## config.mk

```make
export PLATFORM = sky130hd
export DESIGN_NAME = port_knock_tracker_top_flat
export DESIGN_NICKNAME = d
export VERILOG_FILES = /design/src/hdl/pkt_pkg.sv /design/src/hdl/pkt_if.sv /design/src/hdl/pkt_ctrl.sv /design/src/hdl/pkt_dp.sv /design/src/hdl/port_knock_tracker_top.sv /design/src/flat_wrapper.sv
export SDC_FILE = /design/constraint.sdc
export NUM_CORES = 1
export LEC_CHECK = 0
export ABC_AREA = 1
export BUFFER_PORTS_ARGS = -buffer_cell sky130_fd_sc_hd__buf_2
export CORE_MARGIN = 10
export CORE_UTILIZATION = 55
export CTS_CLUSTER_SIZE = 40
export DETAILED_ROUTE_END_ITERATION = 12
export PLACE_DENSITY = 0.81
export REMOVE_ABC_BUFFERS = 1
export SLEW_MARGIN = 25
export SYNTH_ARGS = -nofsm -noshare
export SYNTH_HDL_FRONTEND = slang
export SYNTH_SLANG_ARGS = --single-unit
```

## constraint.sdc

```tcl
create_clock -name clk -period 2.8 [get_ports clk]
set_input_delay 0 -clock clk [delete_from_list [all_inputs] [get_ports clk]]
set_output_delay 0 -clock clk [all_outputs]
set_load 0.005 [all_outputs]
```

## src/hdl/pkt_pkg.sv

```systemverilog
`default_nettype none
// ============================================================================
// pkt_pkg
// Shared types, constants and helper functions of the port knock tracker.
// ============================================================================
package pkt_pkg;

    // Protocol numbers that take part in knocking.
    localparam logic [7:0] PROTO_TCP = 8'd6;
    localparam logic [7:0] PROTO_UDP = 8'd17;

    // Knock stages.
    localparam logic [1:0] STAGE_CLOSED = 2'd0;
    localparam logic [1:0] STAGE_FIRST  = 2'd1;
    localparam logic [1:0] STAGE_SECOND = 2'd2;
    localparam logic [1:0] STAGE_OPEN   = 2'd3;

    // Reset values of the knock port registers.
    localparam logic [15:0] KNOCK_FIRST_RST  = 16'd100;
    localparam logic [15:0] KNOCK_SECOND_RST = 16'd101;
    localparam logic [15:0] KNOCK_THIRD_RST  = 16'd102;

    // Configuration register indexes.
    localparam int CFG_IDX_W = 2;
    typedef enum logic [CFG_IDX_W-1:0] {
        REG_KNOCK_FIRST  = 2'd0,
        REG_KNOCK_SECOND = 2'd1,
        REG_KNOCK_THIRD  = 2'd2
    } cfg_reg_t;

    // Channel payloads.
    typedef struct packed {
        logic [31:0] dest_addr;
        logic [15:0] dest_port_num;
        logic [7:0]  proto_num;
    } hdr_t;

    typedef struct packed {
        logic       is_open;
        logic [1:0] knock_stage;
        logic       table_full;
    } res_t;

    // One row of the address table.
    typedef struct packed {
        logic [31:0] addr;
        logic [1:0]  stage;
    } entry_t;

    // Controller states.
    typedef enum logic [1:0] {
        ST_IDLE,
        ST_READ,
        ST_CHECK,
        ST_RESOLVE
    } ctrl_state_t;

    // Commands from the controller to the datapath.
    typedef struct packed {
        logic load;
        logic rd_en;
        logic check;
        logic resolve;
    } pkt_cmd_t;

    // Status from the datapath to the controller.
    typedef struct packed {
        logic scan_done;
        logic hit;
    } pkt_sts_t;

    // Knock sequence step: advance on the expected port, otherwise close.
    function automatic logic [1:0] next_stage(
        input logic [1:0]  stage,
        input logic [15:0] port,
        input logic [15:0] first,
        input logic [15:0] second,
        input logic [15:0] third
    );
        logic [1:0] res;
        res = STAGE_CLOSED;
        if (stage == STAGE_CLOSED && port == first)
            res = STAGE_FIRST;
        else if (stage == STAGE_FIRST && port == second)
            res = STAGE_SECOND;
        else if (stage == STAGE_SECOND && port == third)
            res = STAGE_OPEN;
        return res;
    endfunction

endpackage
`default_nettype wire

```

## src/hdl/pkt_if.sv

```systemverilog
`default_nettype none
// ============================================================================
// pkt_if
// Valid/ready stream interface and configuration write interface.
// ============================================================================
interface pkt_stream_if #(
    parameter type payload_t = logic
) ();
    logic     valid;
    logic     ready;
    payload_t data;

    modport source (output valid, output data, input ready);
    modport sink   (input valid, input data, output ready);
endinterface

interface pkt_cfg_if import pkt_pkg::*; ();
    logic                 valid;
    logic                 ready;
    logic [CFG_IDX_W-1:0] index;
    logic [15:0]          data;

    modport source (output valid, output index, output data, input ready);
    modport sink   (input valid, input index, input data, output ready);
endinterface
`default_nettype wire

```

## src/hdl/pkt_ctrl.sv

```systemverilog
`default_nettype none
// ============================================================================
// pkt_ctrl
// Controller of the port knock tracker: sequences the table scan, the
// update and the result handshake.
// ============================================================================
module pkt_ctrl import pkt_pkg::*; (
    input  wire logic     clk,
    input  wire logic     rst_n,
    input  wire logic     in_valid,
    output logic          in_ready,
    output logic          out_valid,
    input  wire logic     out_ready,
    input  wire pkt_sts_t sts,
    output pkt_cmd_t      cmd
);

    ctrl_state_t state_reg;
    ctrl_state_t state_next;
    logic        out_valid_reg;
    logic        out_valid_next;

    // State and result-valid registers.
    always_ff @(posedge clk or negedge rst_n)
    begin
        if (!rst_n)
        begin
            state_reg     <= ST_IDLE;
            out_valid_reg <= 1'b0;
        end
        else
        begin
            state_reg     <= state_next;
            out_valid_reg <= out_valid_next;
        end
    end

    // Next state and commands.
    always_comb
    begin
        state_next     = state_reg;
        cmd            = '0;
        in_ready       = 1'b0;
        out_valid_next = out_valid_reg && !out_ready;
        case (state_reg)
            ST_IDLE:
            begin
                in_ready = 1'b1;
                if (in_valid)
                begin
                    cmd.load   = 1'b1;
                    state_next = ST_READ;
                end
            end
            ST_READ:
            begin
                if (sts.scan_done)
                    state_next = ST_RESOLVE;
                else
                begin
                    cmd.rd_en  = 1'b1;
                    state_next = ST_CHECK;
                end
            end
            ST_CHECK:
            begin
                cmd.check = 1'b1;
                if (sts.hit)
                    state_next = ST_RESOLVE;
                else
                    state_next = ST_READ;
            end
            ST_RESOLVE:
            begin
                // The result register must be free before it is overwritten.
                if (!out_valid_reg || out_ready)
                begin
                    cmd.resolve    = 1'b1;
                    out_valid_next = 1'b1;
                    state_next     = ST_IDLE;
                end
            end
            default:
            begin
                state_next = ST_IDLE;
            end
        endcase
    end

    assign out_valid = out_valid_reg;

    // A new result is produced only from the resolve state.
    a_res_from_resolve: assert property (@(posedge clk) disable iff (!rst_n)
        !$past(out_valid_reg) && out_valid_reg |-> $past(state_reg) == ST_RESOLVE)
        else $error("result raised outside resolve");

    // Every accepted header starts a scan.
    a_accept_scans: assert property (@(posedge clk) disable iff (!rst_n)
        in_valid && in_ready |=> state_reg == ST_READ)
        else $error("accepted header did not start a scan");

    // A check is always preceded by a table read.
    a_check_after_read: assert property (@(posedge clk) disable iff (!rst_n)
        state_reg == ST_CHECK |-> $past(state_reg) == ST_READ)
        else $error("check without a table read");

endmodule
`default_nettype wire

```

## src/hdl/pkt_dp.sv

```systemverilog
`default_nettype none
// ============================================================================
// pkt_dp
// Datapath of the port knock tracker: knock port registers, address table,
// scan counter, stage update and result register.
// ============================================================================
module pkt_dp import pkt_pkg::*; #(
    parameter int TABLE_ENTRIES = 64
) (
    input  wire logic                 clk,
    input  wire logic                 rst_n,
    input  wire logic                 cfg_we,
    input  wire logic [CFG_IDX_W-1:0] cfg_index,
    input  wire logic [15:0]          cfg_data,
    input  wire hdr_t                 hdr_data,
    output res_t                      res_data,
    input  wire pkt_cmd_t             cmd,
    output pkt_sts_t                  sts
);

    localparam int IDX_W = (TABLE_ENTRIES > 1) ? $clog2(TABLE_ENTRIES) : 1;
    localparam int CNT_W = $clog2(TABLE_ENTRIES + 1);
    localparam logic [CNT_W-1:0] CNT_FULL = CNT_W'(TABLE_ENTRIES);

    logic [15:0]      port_first_reg;
    logic [15:0]      port_second_reg;
    logic [15:0]      port_third_reg;
    logic [CNT_W-1:0] fill_count_reg;
    logic [CNT_W-1:0] scan_cnt_reg;
    logic             found_reg;
    hdr_t             hdr_reg;
    entry_t           rd_data_reg;
    res_t             res_reg;
    entry_t           tbl_mem [TABLE_ENTRIES];

    logic             is_knock_proto;
    logic             full;
    logic [1:0]       base_stage;
    logic [1:0]       new_stage;
    logic             wr_en;
    logic [IDX_W-1:0] wr_idx;

    // Knock port registers.
    always_ff @(posedge clk or negedge rst_n)
    begin
        if (!rst_n)
        begin
            port_first_reg  <= KNOCK_FIRST_RST;
            port_second_reg <= KNOCK_SECOND_RST;
            port_third_reg  <= KNOCK_THIRD_RST;
        end
        else if (cfg_we)
        begin
            case (cfg_index)
                REG_KNOCK_FIRST:  port_first_reg  <= cfg_data;
                REG_KNOCK_SECOND: port_second_reg <= cfg_data;
                REG_KNOCK_THIRD:  port_third_reg  <= cfg_data;
                default:          ;
            endcase
        end
    end

    // Stage update for the current header.
    always_comb
    begin
        is_knock_proto = (hdr_reg.proto_num == PROTO_TCP) ||
                         (hdr_reg.proto_num == PROTO_UDP);
        full           = !found_reg && (fill_count_reg == CNT_FULL);
        base_stage     = found_reg ? rd_data_reg.stage : STAGE_CLOSED;
        new_stage      = is_knock_proto ?
                         next_stage(base_stage, hdr_reg.dest_port_num,
                                    port_first_reg, port_second_reg,
                                    port_third_reg) :
                         base_stage;
        wr_en          = cmd.resolve && (found_reg ? is_knock_proto : !full);
        wr_idx         = found_reg ? scan_cnt_reg[IDX_W-1:0] :
                                     fill_count_reg[IDX_W-1:0];
    end

    // Scan control: fill count, scan position and hit flag.
    always_ff @(posedge clk or negedge rst_n)
    begin
        if (!rst_n)
        begin
            fill_count_reg <= '0;
            scan_cnt_reg   <= '0;
            found_reg      <= 1'b0;
        end
        else
        begin
            if (cmd.load)
            begin
                scan_cnt_reg <= '0;
                found_reg    <= 1'b0;
            end
            else if (cmd.check)
            begin
                found_reg <= sts.hit;
                if (!sts.hit)
                    scan_cnt_reg <= scan_cnt_reg + CNT_W'(1);
            end
            if (cmd.resolve && !found_reg && !full)
                fill_count_reg <= fill_count_reg + CNT_W'(1);
        end
    end

    // Header capture and result register.
    always_ff @(posedge clk)
    begin
        if (cmd.load)
            hdr_reg <= hdr_data;
        if (cmd.resolve)
        begin
            res_reg.is_open     <= (new_stage == STAGE_OPEN);
            res_reg.knock_stage <= new_stage;
            res_reg.table_full  <= full;
        end
    end

    // Address table: one write port and one registered read port.
    always_ff @(posedge clk)
    begin
        if (wr_en)
            tbl_mem[wr_idx] <= '{addr: hdr_reg.dest_addr, stage: new_stage};
        if (cmd.rd_en)
            rd_data_reg <= tbl_mem[scan_cnt_reg[IDX_W-1:0]];
    end

    assign sts.scan_done = (scan_cnt_reg == fill_count_reg);
    assign sts.hit       = (rd_data_reg.addr == hdr_reg.dest_addr);
    assign res_data      = res_reg;

    // The table never holds more entries than it has rows.
    a_fill_bound: assert property (@(posedge clk) disable iff (!rst_n)
        fill_count_reg <= CNT_FULL)
        else $error("fill count beyond table size");

    // The scan never runs past the filled part of the table.
    a_scan_bound: assert property (@(posedge clk) disable iff (!rst_n)
        scan_cnt_reg <= fill_count_reg)
        else $error("scan past filled entries");

    // The fill count only grows by one, and only on a resolve.
    a_fill_step: assert property (@(posedge clk) disable iff (!rst_n)
        fill_count_reg != $past(fill_count_reg) |->
            fill_count_reg == $past(fill_count_reg) + CNT_W'(1) && $past(cmd.resolve))
        else $error("unexpected fill count change");

endmodule
`default_nettype wire

```

## src/hdl/port_knock_tracker_top.sv

```systemverilog
`default_nettype none
// ============================================================================
// port_knock_tracker_top
// Three-knock port knock tracker over a table of destination addresses.
// ============================================================================
//  Channel  Direction  Payload                                   Handshake
//  hdr      in         dest_addr, dest_port_num, proto_num       valid/ready
//  res      out        is_open, knock_stage, table_full          valid/ready
//  cfg      in         index, data (knock ports 0..2)            valid/ready
//
//  A header is scanned entry by entry from acceptance until it matches a
//  stored entry or passes all stored entries; each compared entry costs one
//  table read plus one compare on the single read port of the address
//  table. The result register frees the result side: a new header is
//  accepted while a result still waits, but its own result holds in resolve
//  until the waiting one is taken.
//  Reset clears the knock ports to 100, 101, 102 and empties the table.
//  cfg is always ready.
// ============================================================================
module port_knock_tracker_top import pkt_pkg::*; #(
    parameter int TABLE_ENTRIES = 64
) (
    input  wire logic    clk,
    input  wire logic    rst_n,
    pkt_stream_if.sink   hdr,
    pkt_stream_if.source res,
    pkt_cfg_if.sink      cfg
);

    pkt_cmd_t cmd;
    pkt_sts_t sts;
    hdr_t     hdr_data;
    res_t     res_data;

    assign cfg.ready = 1'b1;
    assign hdr_data  = hdr.data;
    assign res.data  = res_data;

    // Sequencing of scan, update and result handshake.
    pkt_ctrl u_ctrl (
        .clk       (clk),
        .rst_n     (rst_n),
        .in_valid  (hdr.valid),
        .in_ready  (hdr.ready),
        .out_valid (res.valid),
        .out_ready (res.ready),
        .sts       (sts),
        .cmd       (cmd)
    );

    // Table, registers and stage logic.
    pkt_dp #(
        .TABLE_ENTRIES (TABLE_ENTRIES)
    ) u_dp (
        .clk       (clk),
        .rst_n     (rst_n),
        .cfg_we    (cfg.valid),
        .cfg_index (cfg.index),
        .cfg_data  (cfg.data),
        .hdr_data  (hdr_data),
        .res_data  (res_data),
        .cmd       (cmd),
        .sts       (sts)
    );

endmodule
`default_nettype wire
```

## src/flat_wrapper.sv

```systemverilog
// flat-port wrapper written by rule: the top's interface ports become plain ports
module port_knock_tracker_top_flat import pkt_pkg::*;
#(
    parameter int TABLE_ENTRIES = 64
)
  (clk, rst_n, hdr_valid, hdr_data, hdr_ready, res_valid, res_data, res_ready, cfg_valid, cfg_index, cfg_data, cfg_ready);
  pkt_stream_if hdr_i ();
  pkt_stream_if res_i ();
  pkt_cfg_if cfg_i ();
  input  wire logic clk;
  input  wire logic rst_n;
  input wire logic [$bits(hdr_i.valid)-1:0] hdr_valid;
  input wire logic [$bits(hdr_i.data)-1:0] hdr_data;
  output wire logic [$bits(hdr_i.ready)-1:0] hdr_ready;
  output wire logic [$bits(res_i.valid)-1:0] res_valid;
  output wire logic [$bits(res_i.data)-1:0] res_data;
  input wire logic [$bits(res_i.ready)-1:0] res_ready;
  input wire logic [$bits(cfg_i.valid)-1:0] cfg_valid;
  input wire logic [$bits(cfg_i.index)-1:0] cfg_index;
  input wire logic [$bits(cfg_i.data)-1:0] cfg_data;
  output wire logic [$bits(cfg_i.ready)-1:0] cfg_ready;
  assign hdr_i.valid = hdr_valid;
  assign hdr_i.data = hdr_data;
  assign hdr_ready = hdr_i.ready;
  assign res_valid = res_i.valid;
  assign res_data = res_i.data;
  assign res_i.ready = res_ready;
  assign cfg_i.valid = cfg_valid;
  assign cfg_i.index = cfg_index;
  assign cfg_i.data = cfg_data;
  assign cfg_ready = cfg_i.ready;
  port_knock_tracker_top #(.TABLE_ENTRIES(TABLE_ENTRIES)) u_core (.clk(clk), .rst_n(rst_n), .hdr(hdr_i), .res(res_i), .cfg(cfg_i));
endmodule
```

==> results of run 1 <==
==> stage by stage <==
step	cell area (µm²)	power, mW	util
after global routing	1170	1.17	0.654
final	1170	1.05	0.654
after floorplan	1060	0.800	-
after detailed placement	1120	0.924	0.628
after global placement	1120	0.894	0.628
after CTS	1170	1.06	0.654
==> cell families after synthesis <==
kind of cell	after synthesis
AND/OR/NAND/NOR	68
buffers and inverters	28
flip-flops	19
AO/OA/AOI/OAI	11
adder cells (fa/ha/maj)	7
XOR/XNOR	4
other	1
==> placed cells by master, fill, tap and decap left out <==
master / count
sky130_fd_sc_hd__conb_1: 1
sky130_fd_sc_hd__clkbuf_4: 3
sky130_fd_sc_hd__nand3_2: 1
sky130_fd_sc_hd__nor2_2: 1
sky130_fd_sc_hd__inv_1: 21
sky130_fd_sc_hd__inv_2: 5
sky130_fd_sc_hd__nand2_1: 41
sky130_fd_sc_hd__xor2_1: 3
sky130_fd_sc_hd__nor3_4: 1
sky130_fd_sc_hd__buf_2: 6
sky130_fd_sc_hd__clkbuf_1: 1
sky130_fd_sc_hd__nand4_1: 1
sky130_fd_sc_hd__edfxtp_1: 1
sky130_fd_sc_hd__ha_1: 7
sky130_fd_sc_hd__nor2_1: 17
sky130_fd_sc_hd__nand3_1: 3
sky130_fd_sc_hd__o21bai_1: 1
sky130_fd_sc_hd__a21oi_1: 2
sky130_fd_sc_hd__nand2_2: 2
sky130_fd_sc_hd__xnor2_1: 1
sky130_fd_sc_hd__nor2_4: 1
sky130_fd_sc_hd__dfrtp_1: 18
sky130_fd_sc_hd__dlygate4sd3_1: 2
sky130_fd_sc_hd__o22ai_1: 1
sky130_fd_sc_hd__o21ai_1: 7
==> per-layer routing <==
metal | vias to the layer above | track usage
met5 | - | 0
met4 | 0 | 0.0401
met3 | 2 | 0.0401
met2 | 10 | 0.185
met1 | 364 | 0.107
li1 | 428 | -
==> tightest hold or removal path, cell delays in order <==
cell and delay [ns]:
sky130_fd_sc_hd__buf_2 0.09, sky130_fd_sc_hd__o22ai_1 0.09, sky130_fd_sc_hd__inv_1 0.10, sky130_fd_sc_hd__o21ai_1 0.06
==> layout make-up <==
class / instances / area [µm²] / share of cell area
clock buffers: 4 / 26.3 / 0.0225
inverters: 26 / 97.6 / 0.0837
multi-input cells: 91 / 480 / 0.412
flip-flops and latches: 19 / 480 / 0.412
well taps: 25 / 31.3 / 0.0268
repair buffers: 8 / 50.0 / 0.0429
==> path summary, 6_finish.rpt <==
check / start / endpoint / cells past startpoint
setup reg to reg: u_core.u_dp.fill_count_reg[1] / u_core.u_dp.fill_count_reg[1] / 7
hold reg to reg: u_core.u_dp.scan_cnt_reg[5] / u_core.u_dp.scan_cnt_reg[5] / 2
max in group asynchronous: rst_n / u_core.u_dp.fill_count_reg[4] / 2
hold / removal: hdr_valid / u_core.u_ctrl.state_reg[1] / 4
min in group asynchronous: rst_n / u_core.u_dp.scan_cnt_reg[2] / 2
setup / recovery: u_core.u_dp.fill_count_reg[1] / u_core.u_dp.fill_count_reg[1] / 7
==> power breakdown <==
group	switching [mW]	internal, mW	total, mW	leakage (nW)
clock network	0.0776	0.0554	0.133	0.0150
registers	0.0999	0.357	0.457	0.244
logic	0.273	0.183	0.456	0.354
==> cells in the mapped netlist <==
cell type and instances:
sky130_fd_sc_hd__nor2_2 1, sky130_fd_sc_hd__xnor2_1 1, sky130_fd_sc_hd__nand3_2 1, sky130_fd_sc_hd__nor2_4 1, sky130_fd_sc_hd__nand3_1 3, sky130_fd_sc_hd__nor3_4 1, sky130_fd_sc_hd__edfxtp_1 1, sky130_fd_sc_hd__a21oi_1 2
sky130_fd_sc_hd__conb_1 1, sky130_fd_sc_hd__nand4_1 1, sky130_fd_sc_hd__nor2_1 17, sky130_fd_sc_hd__inv_1 21, sky130_fd_sc_hd__o22ai_1 1, sky130_fd_sc_hd__nand2_2 2, sky130_fd_sc_hd__inv_2 5, sky130_fd_sc_hd__dfrtp_1 18
sky130_fd_sc_hd__buf_4 1, sky130_fd_sc_hd__ha_1 7, sky130_fd_sc_hd__o21ai_1 7, sky130_fd_sc_hd__xor2_1 3, sky130_fd_sc_hd__o21bai_1 1, sky130_fd_sc_hd__nand2_1 41, sky130_fd_sc_hd__buf_6 1
==> impl_table.tex, run 1 <==
\begin{tabular}{lr}
\hline
Metric & Value \\
\hline
\multicolumn{2}{l}{\textbf{Timing}} \\
\quad Setup repair after global routing missed its margin & false \\
\quad Final Cycle Share & 0.499 \\
\quad Summed negative setup slack over all endpoints & 0 ns \\
\quad Number of slew-limit violations in the final report & 0 \\
\quad Final period demand of the worst path & 1.40 ns \\
\quad Final hold violation count & 0 \\
\quad Final hold slack & between 0.07 and 0.08 ns \\
\quad Number of setup violations in the final report & 0 \\
\quad Maximum clock skew at final layout & slightly below 0.003 ns \\
\quad Worst-case setup margin in the final layout & between 1 and 1.5 ns \\
\quad Highest Clock Rate & 716 MHz \\
\multicolumn{2}{l}{\textbf{GRT}} \\
\quad Number of antenna violations at the first check in global routing & 0 \\
\quad GRT Resource Usage Total & 0.104 \\
\quad Overflow after GRT & 0 \\
\quad Global-route wire length before repair & between 3 and 4 mm \\
\quad Via count of the first global-routing pass & about 830 \\
\quad Largest net degree at the start of global routing & 19 \\
\multicolumn{2}{l}{\textbf{Die}} \\
\quad Die boundary width & $\sim$64 µm \\
\quad Floorplan row count & 15 \\
\quad Die extent in y & around 64 µm \\
\quad Top-level port count & 28 \\
\quad Initial core utilization & 0.604 \\
\quad Floorplan Core Area & 1780 µm² \\
\quad Total Die Area & between 4000 and 5000 µm² \\
\multicolumn{2}{l}{\textbf{Routing}} \\
\quad Met3 wire len & approximately 68 µm \\
\quad Highest signal layer in the routed design & met4 \\
\quad Wirelength per Cell & about 11 µm \\
\quad Number of search-and-repair iterations in the first detailed-routing pass & 4 \\
\quad Post-route ant nets & 0 \\
\quad Vias per std cell & $\sim$4.6 \\
\quad DRT met1 WL & slightly above 800 µm \\
\quad Number of DRC violations after detailed routing & 0 \\
\quad Final routed wirelength across all metal layers & between 1.5 and 2 mm \\
\quad Detailed route wirelength on metal2 & 926 µm \\
\quad Initial DRC count & 37 \\
\quad Via count & approximately 800 \\
\multicolumn{2}{l}{\textbf{Synth}} \\
\quad Area of the mapped netlist & roughly 1100 µm² \\
\quad Post-synthesis share of cell area spent on full adders, half adders and majority gates & 0.0813 \\
\quad Synthesized netlist cell count & about 140 \\
\quad Synth Area in XOR/XNOR & 0.0325 \\
\quad Area share of the leading cell type in the synthesized netlist & 0.418 \\
\quad Complex-gate fraction of the synthesized area & 0.0546 \\
\quad Synthesis warning total & 0 \\
\quad Syn Area/Cell & slightly below 8 µm² \\
\quad Yosys top cell by area & sky130\_fd\_sc\_hd\_\_dfrtp\_1 \\
\quad Dominant cells by area after synthesis & sky130\_fd\_sc\_hd\_\_dfrtp\_1, sky130\_fd\_sc\_hd\_\_nand2\_1, sky130\_fd\_sc\_hd\_\_ha\_1 \\
\quad Basic-gate share of the synthesized area counting and, or, nand and nor cells & 0.274 \\
\quad Total of flip-flops plus latches after synthesis & 19 \\
\quad Sequential area share after synthesis & 0.446 \\
\quad Mux contribution to synthesized area & 0 \\
\quad Combinational family with the most area after synthesis & simple AND/OR/NAND/NOR gates \\
\quad Number of distinct library cells after synthesis & 23 \\
\multicolumn{2}{l}{\textbf{Place}} \\
\quad Number of port buffers & 6 \\
\quad DP Worst Slack & about 1.4 ns \\
\quad Total instance count after detailed placement & 167 \\
\quad Weighted congestion reported at the end of routability-driven placement & 0.765 \\
\quad DPL Wire Length & between 1 and 1.5 mm \\
\multicolumn{2}{l}{\textbf{Clock network}} \\
\quad Cell at the root of the clock tree & sky130\_fd\_sc\_hd\_\_clkbuf\_4 \\
\quad Number of buffers on the longest clock path & 2 \\
\quad H-Tree Depth & 1 \\
\quad Postcts setup bufs & 0 \\
\quad Hold-fix buffers, CTS & 2 \\
\quad Clock net sink count & 19 \\
\quad Number of buffers inserted during clock tree synthesis & 3 \\
\quad Clock edge transition at the registers on the reported setup and hold paths & $\sim$0.10 ns \\
\quad Skew-Pair Late Insertion Delay & a little under 0.3 ns \\
\quad TritonCTS clock tree & done \\
\quad Post-CTS sizing & 0 \\
\multicolumn{2}{l}{\textbf{Worst setup path}} \\
\quad Critical path class & reg2reg \\
\quad Category of cells accounting for the largest share of critical-path delay & simple AND/OR/NAND/NOR gates \\
\quad Critical Path AT & $\sim$1.6 ns \\
\quad Worst-path fanout max & 9 \\
\quad CP cell instances & inv\_1 -> ha\_1 -> nand3\_2 -> nor2\_4 -> nor3\_4 -> nand2\_1 -> o21ai\_1 \\
\quad Critical path launch point type & flop \\
\quad R2r setup slk & 1.40 ns \\
\quad Critical-path cell with the highest stage delay & sky130\_fd\_sc\_hd\_\_dfrtp\_1 \\
\quad Required @ worst endpoint & 3.02 ns \\
\quad Delay of the slowest cell on the worst path & between 0.4 and 0.5 ns \\
\quad Buf+Inv Stages, Crit Path & 1 \\
\quad Critical Path End Type & flop \\
\multicolumn{2}{l}{\textbf{Hold path}} \\
\quad Hold/Removal Path Class & in2reg \\
\multicolumn{2}{l}{\textbf{Cells and area}} \\
\quad Post-layout nets & between 150 and 200 \\
\quad Layout-stage area growth over the synthesis result & 8.25\% \\
\quad N\_diodes & 0 \\
\quad Number of fill cells & approximately 160 \\
\quad Count of non-filler cells in the finished layout & roughly 170 \\
\quad Layout cells sized above 1 & 0.135 \\
\multicolumn{2}{l}{\textbf{Power and ir drop}} \\
\quad Cell area power density & $\sim$900 nW/µm² \\
\quad Reported leakage power & $\sim$0.61 nW \\
\quad IR drop worst, VDD & between 0.0005 and 0.0006 V \\
\multicolumn{2}{l}{\textbf{Run status}} \\
\quad Result of the run & complete, no violations \\
\multicolumn{2}{l}{\textbf{Flow run}} \\
\quad Number of max-cap violations & 0 \\
\hline
\end{tabular}
Power figures use the tool's default switching activity.
==> inputs of run 2 (changes only) <==
--- a/config.mk
+++ b/config.mk
@@ -8,10 +8,10 @@
 export ABC_AREA = 1
 export BUFFER_PORTS_ARGS = -buffer_cell sky130_fd_sc_hd__buf_2
 export CORE_MARGIN = 10
-export CORE_UTILIZATION = 55
+export CORE_UTILIZATION = 51
 export CTS_CLUSTER_SIZE = 40
 export DETAILED_ROUTE_END_ITERATION = 12
-export PLACE_DENSITY = 0.81
+export PLACE_DENSITY = 0.75
 export REMOVE_ABC_BUFFERS = 1
 export SLEW_MARGIN = 25
 export SYNTH_ARGS = -nofsm -noshare
==> constraint.sdc (replaced) <==
create_clock -name clk -period 1.3 [get_ports clk]
set_input_delay 0 -clock clk [delete_from_list [all_inputs] [get_ports clk]]
set_output_delay 0 -clock clk [all_outputs]
set_load 0.005 [all_outputs]
==> impl_table.tex, run 2 (synthesized netlist as in run 1, its figures left out) <==
\begin{tabular}{lr}
\hline
Metric & Value \\
\hline
\multicolumn{2}{l}{\textbf{Run status}} \\
\quad Result of the run & complete, no violations \\
\multicolumn{2}{l}{\textbf{Cells and area}} \\
\quad Finished layout cell area & $\sim$1300 µm² \\
\quad Post-layout util & 0.672 \\
\quad Area used by sequential logic in the layout & around 480 µm² \\
\quad Footprint of the multi-input gates & 531 µm² \\
\quad Post-layout nets & just under 200 \\
\quad Number of fill cells & between 150 and 200 \\
\quad N\_diodes & 0 \\
\quad Most frequent standard cell in the layout excluding fill and tap cells & sky130\_fd\_sc\_hd\_\_nand2\_1 \\
\quad Layout cells sized above 1 & 0.265 \\
\quad Highest-count cells in the layout ignoring fill and taps & sky130\_fd\_sc\_hd\_\_nand2\_1, sky130\_fd\_sc\_hd\_\_inv\_1, sky130\_fd\_sc\_hd\_\_dfrtp\_1, sky130\_fd\_sc\_hd\_\_nor2\_1, sky130\_fd\_sc\_hd\_\_buf\_4 \\
\quad Count of non-filler cells in the finished layout & between 150 and 200 \\
\quad Layout-stage area growth over the synthesis result & 23.6\% \\
\multicolumn{2}{l}{\textbf{Clock network}} \\
\quad Cell at the root of the clock tree & sky130\_fd\_sc\_hd\_\_clkbuf\_4 \\
\quad Clock net sink count & 19 \\
\quad Number of buffers inserted during clock tree synthesis & 3 \\
\quad Skew-Pair Late Insertion Delay & 0.30 ns \\
\quad H-Tree Depth & 1 \\
\quad Number of buffers on the longest clock path & 2 \\
\quad TritonCTS clock tree & done \\
\quad Clock edge transition at the registers on the reported setup and hold paths & approximately 0.11 ns \\
\multicolumn{2}{l}{\textbf{GRT}} \\
\quad Global-route wire length before repair & 3.51 mm \\
\quad Overflow after GRT & 0 \\
\quad GRT Resource Usage Total & 0.103 \\
\quad Number of antenna violations at the first check in global routing & 0 \\
\quad Via count of the first global-routing pass & 862 \\
\quad Largest net degree at the start of global routing & 19 \\
\multicolumn{2}{l}{\textbf{Worst setup path}} \\
\quad Critical path class & reg2reg \\
\quad Critical path depth & 8 \\
\quad Critical path launch point type & flop \\
\quad Critical Path AT & about 1.4 ns \\
\quad Critical-path cell with the highest stage delay & sky130\_fd\_sc\_hd\_\_dfrtp\_1 \\
\quad Required @ worst endpoint & around 1.5 ns \\
\quad Worst r2r path cells & 8 \\
\quad Worst reg2reg startpoint & u\_core.u\_dp.fill\_count\_reg[0] \\
\quad R2r setup slk & 0.06 ns \\
\quad Worst-path fanout max & 9 \\
\quad Critical path destination & u\_core.u\_dp.fill\_count\_reg[3] \\
\quad Crit. Startpoint & u\_core.u\_dp.fill\_count\_reg[0] \\
\quad Buf+Inv Stages, Crit Path & 2 \\
\quad Category of cells accounting for the largest share of critical-path delay & flip-flops \\
\quad Destination of the worst register-to-register timing path & u\_core.u\_dp.fill\_count\_reg[3] \\
\quad Delay of the slowest cell on the worst path & around 0.4 ns \\
\quad CP cell instances & inv\_2 -> ha\_4 -> nand3\_4 -> nor2\_4 -> nor3\_4 -> buf\_6 -> nand2\_1 -> o21ai\_1 \\
\quad Critical Path End Type & flop \\
\multicolumn{2}{l}{\textbf{Power and ir drop}} \\
\quad Cell area power density & roughly 2000 nW/µm² \\
\quad Combinational Power Share & 0.549 \\
\quad Reported leakage power & 0.685 nW \\
\quad Part of the power in the clock network & 0.113 \\
\quad Switching Fraction & 0.417 \\
\quad IR drop worst, VDD & between 0.001 and 0.0015 V \\
\quad Internal Power & approximately 1.6 mW \\
\quad Switching power & $\sim$1.1 mW \\
\quad Seq pwr share & 0.339 \\
\multicolumn{2}{l}{\textbf{Timing}} \\
\quad Summed negative setup slack over all endpoints & 0 ns \\
\quad Number of setup violations in the final report & 0 \\
\quad Setup repair after global routing missed its margin & true \\
\quad Final period demand of the worst path & $\sim$1.2 ns \\
\quad Highest Clock Rate & $\sim$800 MHz \\
\quad Maximum clock skew at final layout & roughly 0.0053 ns \\
\quad Number of slew-limit violations in the final report & 0 \\
\quad Final Cycle Share & 0.955 \\
\quad Final hold slack & a little over 0.05 ns \\
\quad Final hold violation count & 0 \\
\multicolumn{2}{l}{\textbf{Place}} \\
\quad Weighted congestion reported at the end of routability-driven placement & between 0.8 and 0.9 \\
\quad DPL Wire Length & approximately 1.6 mm \\
\quad Total instance count after detailed placement & 181 \\
\quad Cell Area, Placed & between 1000 and 1500 µm² \\
\quad Number of port buffers & 6 \\
\multicolumn{2}{l}{\textbf{Routing}} \\
\quad Final routed wirelength across all metal layers & approximately 2.1 mm \\
\quad Post-route ant nets & 0 \\
\quad Number of search-and-repair iterations in the first detailed-routing pass & 4 \\
\quad Initial DRC count & 40 \\
\quad Via count & around 860 \\
\quad Number of DRC violations after detailed routing & 0 \\
\quad Wirelength per Cell & roughly 11 µm \\
\quad Vias per std cell & 4.54 \\
\multicolumn{2}{l}{\textbf{Die}} \\
\quad Die extent in y & between 60 and 70 µm \\
\quad Floorplan row count & 16 \\
\quad Total Die Area & 4350 µm² \\
\quad Top-level port count & 28 \\
\quad Floorplan Core Area & roughly 2000 µm² \\
\quad Die boundary width & between 60 and 70 µm \\
\quad Initial core utilization & 0.544 \\
\multicolumn{2}{l}{\textbf{Hold path}} \\
\quad Hold/Removal Path Class & in2reg \\
\multicolumn{2}{l}{\textbf{Flow run}} \\
\quad Number of max-cap violations & 0 \\
\hline
\end{tabular}
-- run 2: cell types whose count changed in the layout (fill, tap and decap cells not counted), sizes merged --
| cell | before | now |
|---|---|---|
| buf | 6 | 20 |
-- run 2: tightest hold or removal path, stage by stage --
cell and delay, ns:
sky130_fd_sc_hd__buf_2 0.10, sky130_fd_sc_hd__o22ai_2 0.09, sky130_fd_sc_hd__inv_1 0.09, sky130_fd_sc_hd__o21ai_1 0.06
-- run 2: final cells by class --
cell class	count	area share
clock buffer	4	0.0197
inverter	26	0.0733
multi-input combinational	91	0.398
sequential	19	0.361
tap	27	0.0254
timing repair buffer	22	0.122
-- run 2: what timing repair did --
item | CTS | global route
pin swaps | 1 | 0
buffers inserted | 1 | 1
gates resized for setup | 5 | 9
endpoints found under the hold margin | 19 | 0
hold buffers | 2 | 0
setup endpoints to repair | 7 | 9
-- run 2: layer usage --
| layer | up-vias | wire length, µm | GRT usage |
|---|---|---|---|
| li1 | 456 | - | - |
| met1 | 388 | 899 | 0.105 |
| met2 | 9 | 1050 | 0.176 |
| met3 | 5 | 81 | 0.0407 |
| met4 | 0 | 44 | 0.0576 |
| met5 | - | 0 | 0 |
-- run 2: power groups by stage --
stage / combinational, mW / clock [mW] / sequential (mW)
2_1_floorplan: 0.774 / 0 / 0.950
3_3_place_gp: 1.27 / 0 / 0.903
5_1_grt: 1.69 / 0.340 / 0.939
6_report: 1.49 / 0.307 / 0.920
4_1_cts: 1.38 / 0.309 / 0.909
3_5_place_dp: 1.32 / 0 / 0.917
-- run 2: how the worst min path moves through the flow --
stage          slack, ns  cells after the start       from                             to
2_1_floorplan      -0.30                      0      rst_n        u_core.u_ctrl.out_valid
3_3_place_gp       -0.05                      1      rst_n  u_core.u_dp.fill_count_reg[0]
3_5_place_dp       -0.05                      1      rst_n  u_core.u_dp.fill_count_reg[3]
4_1_cts             0.06                      4  hdr_valid     u_core.u_ctrl.state_reg[1]
5_1_grt             0.05                      4  hdr_valid     u_core.u_ctrl.state_reg[0]
6_report            0.05                      4  hdr_valid     u_core.u_ctrl.state_reg[1]
-- run 2: per-stage QoR --
stage / worst slack, ns / power, mW
2_1_floorplan: 0.0653 / 1.72
4_1_cts: 0.00729 / 2.60
3_5_place_dp: -0.0402 / 2.24
6_report: 0.0587 / 2.72
3_3_place_gp: 0.00456 / 2.17
5_1_grt: -0.0322 / 2.96
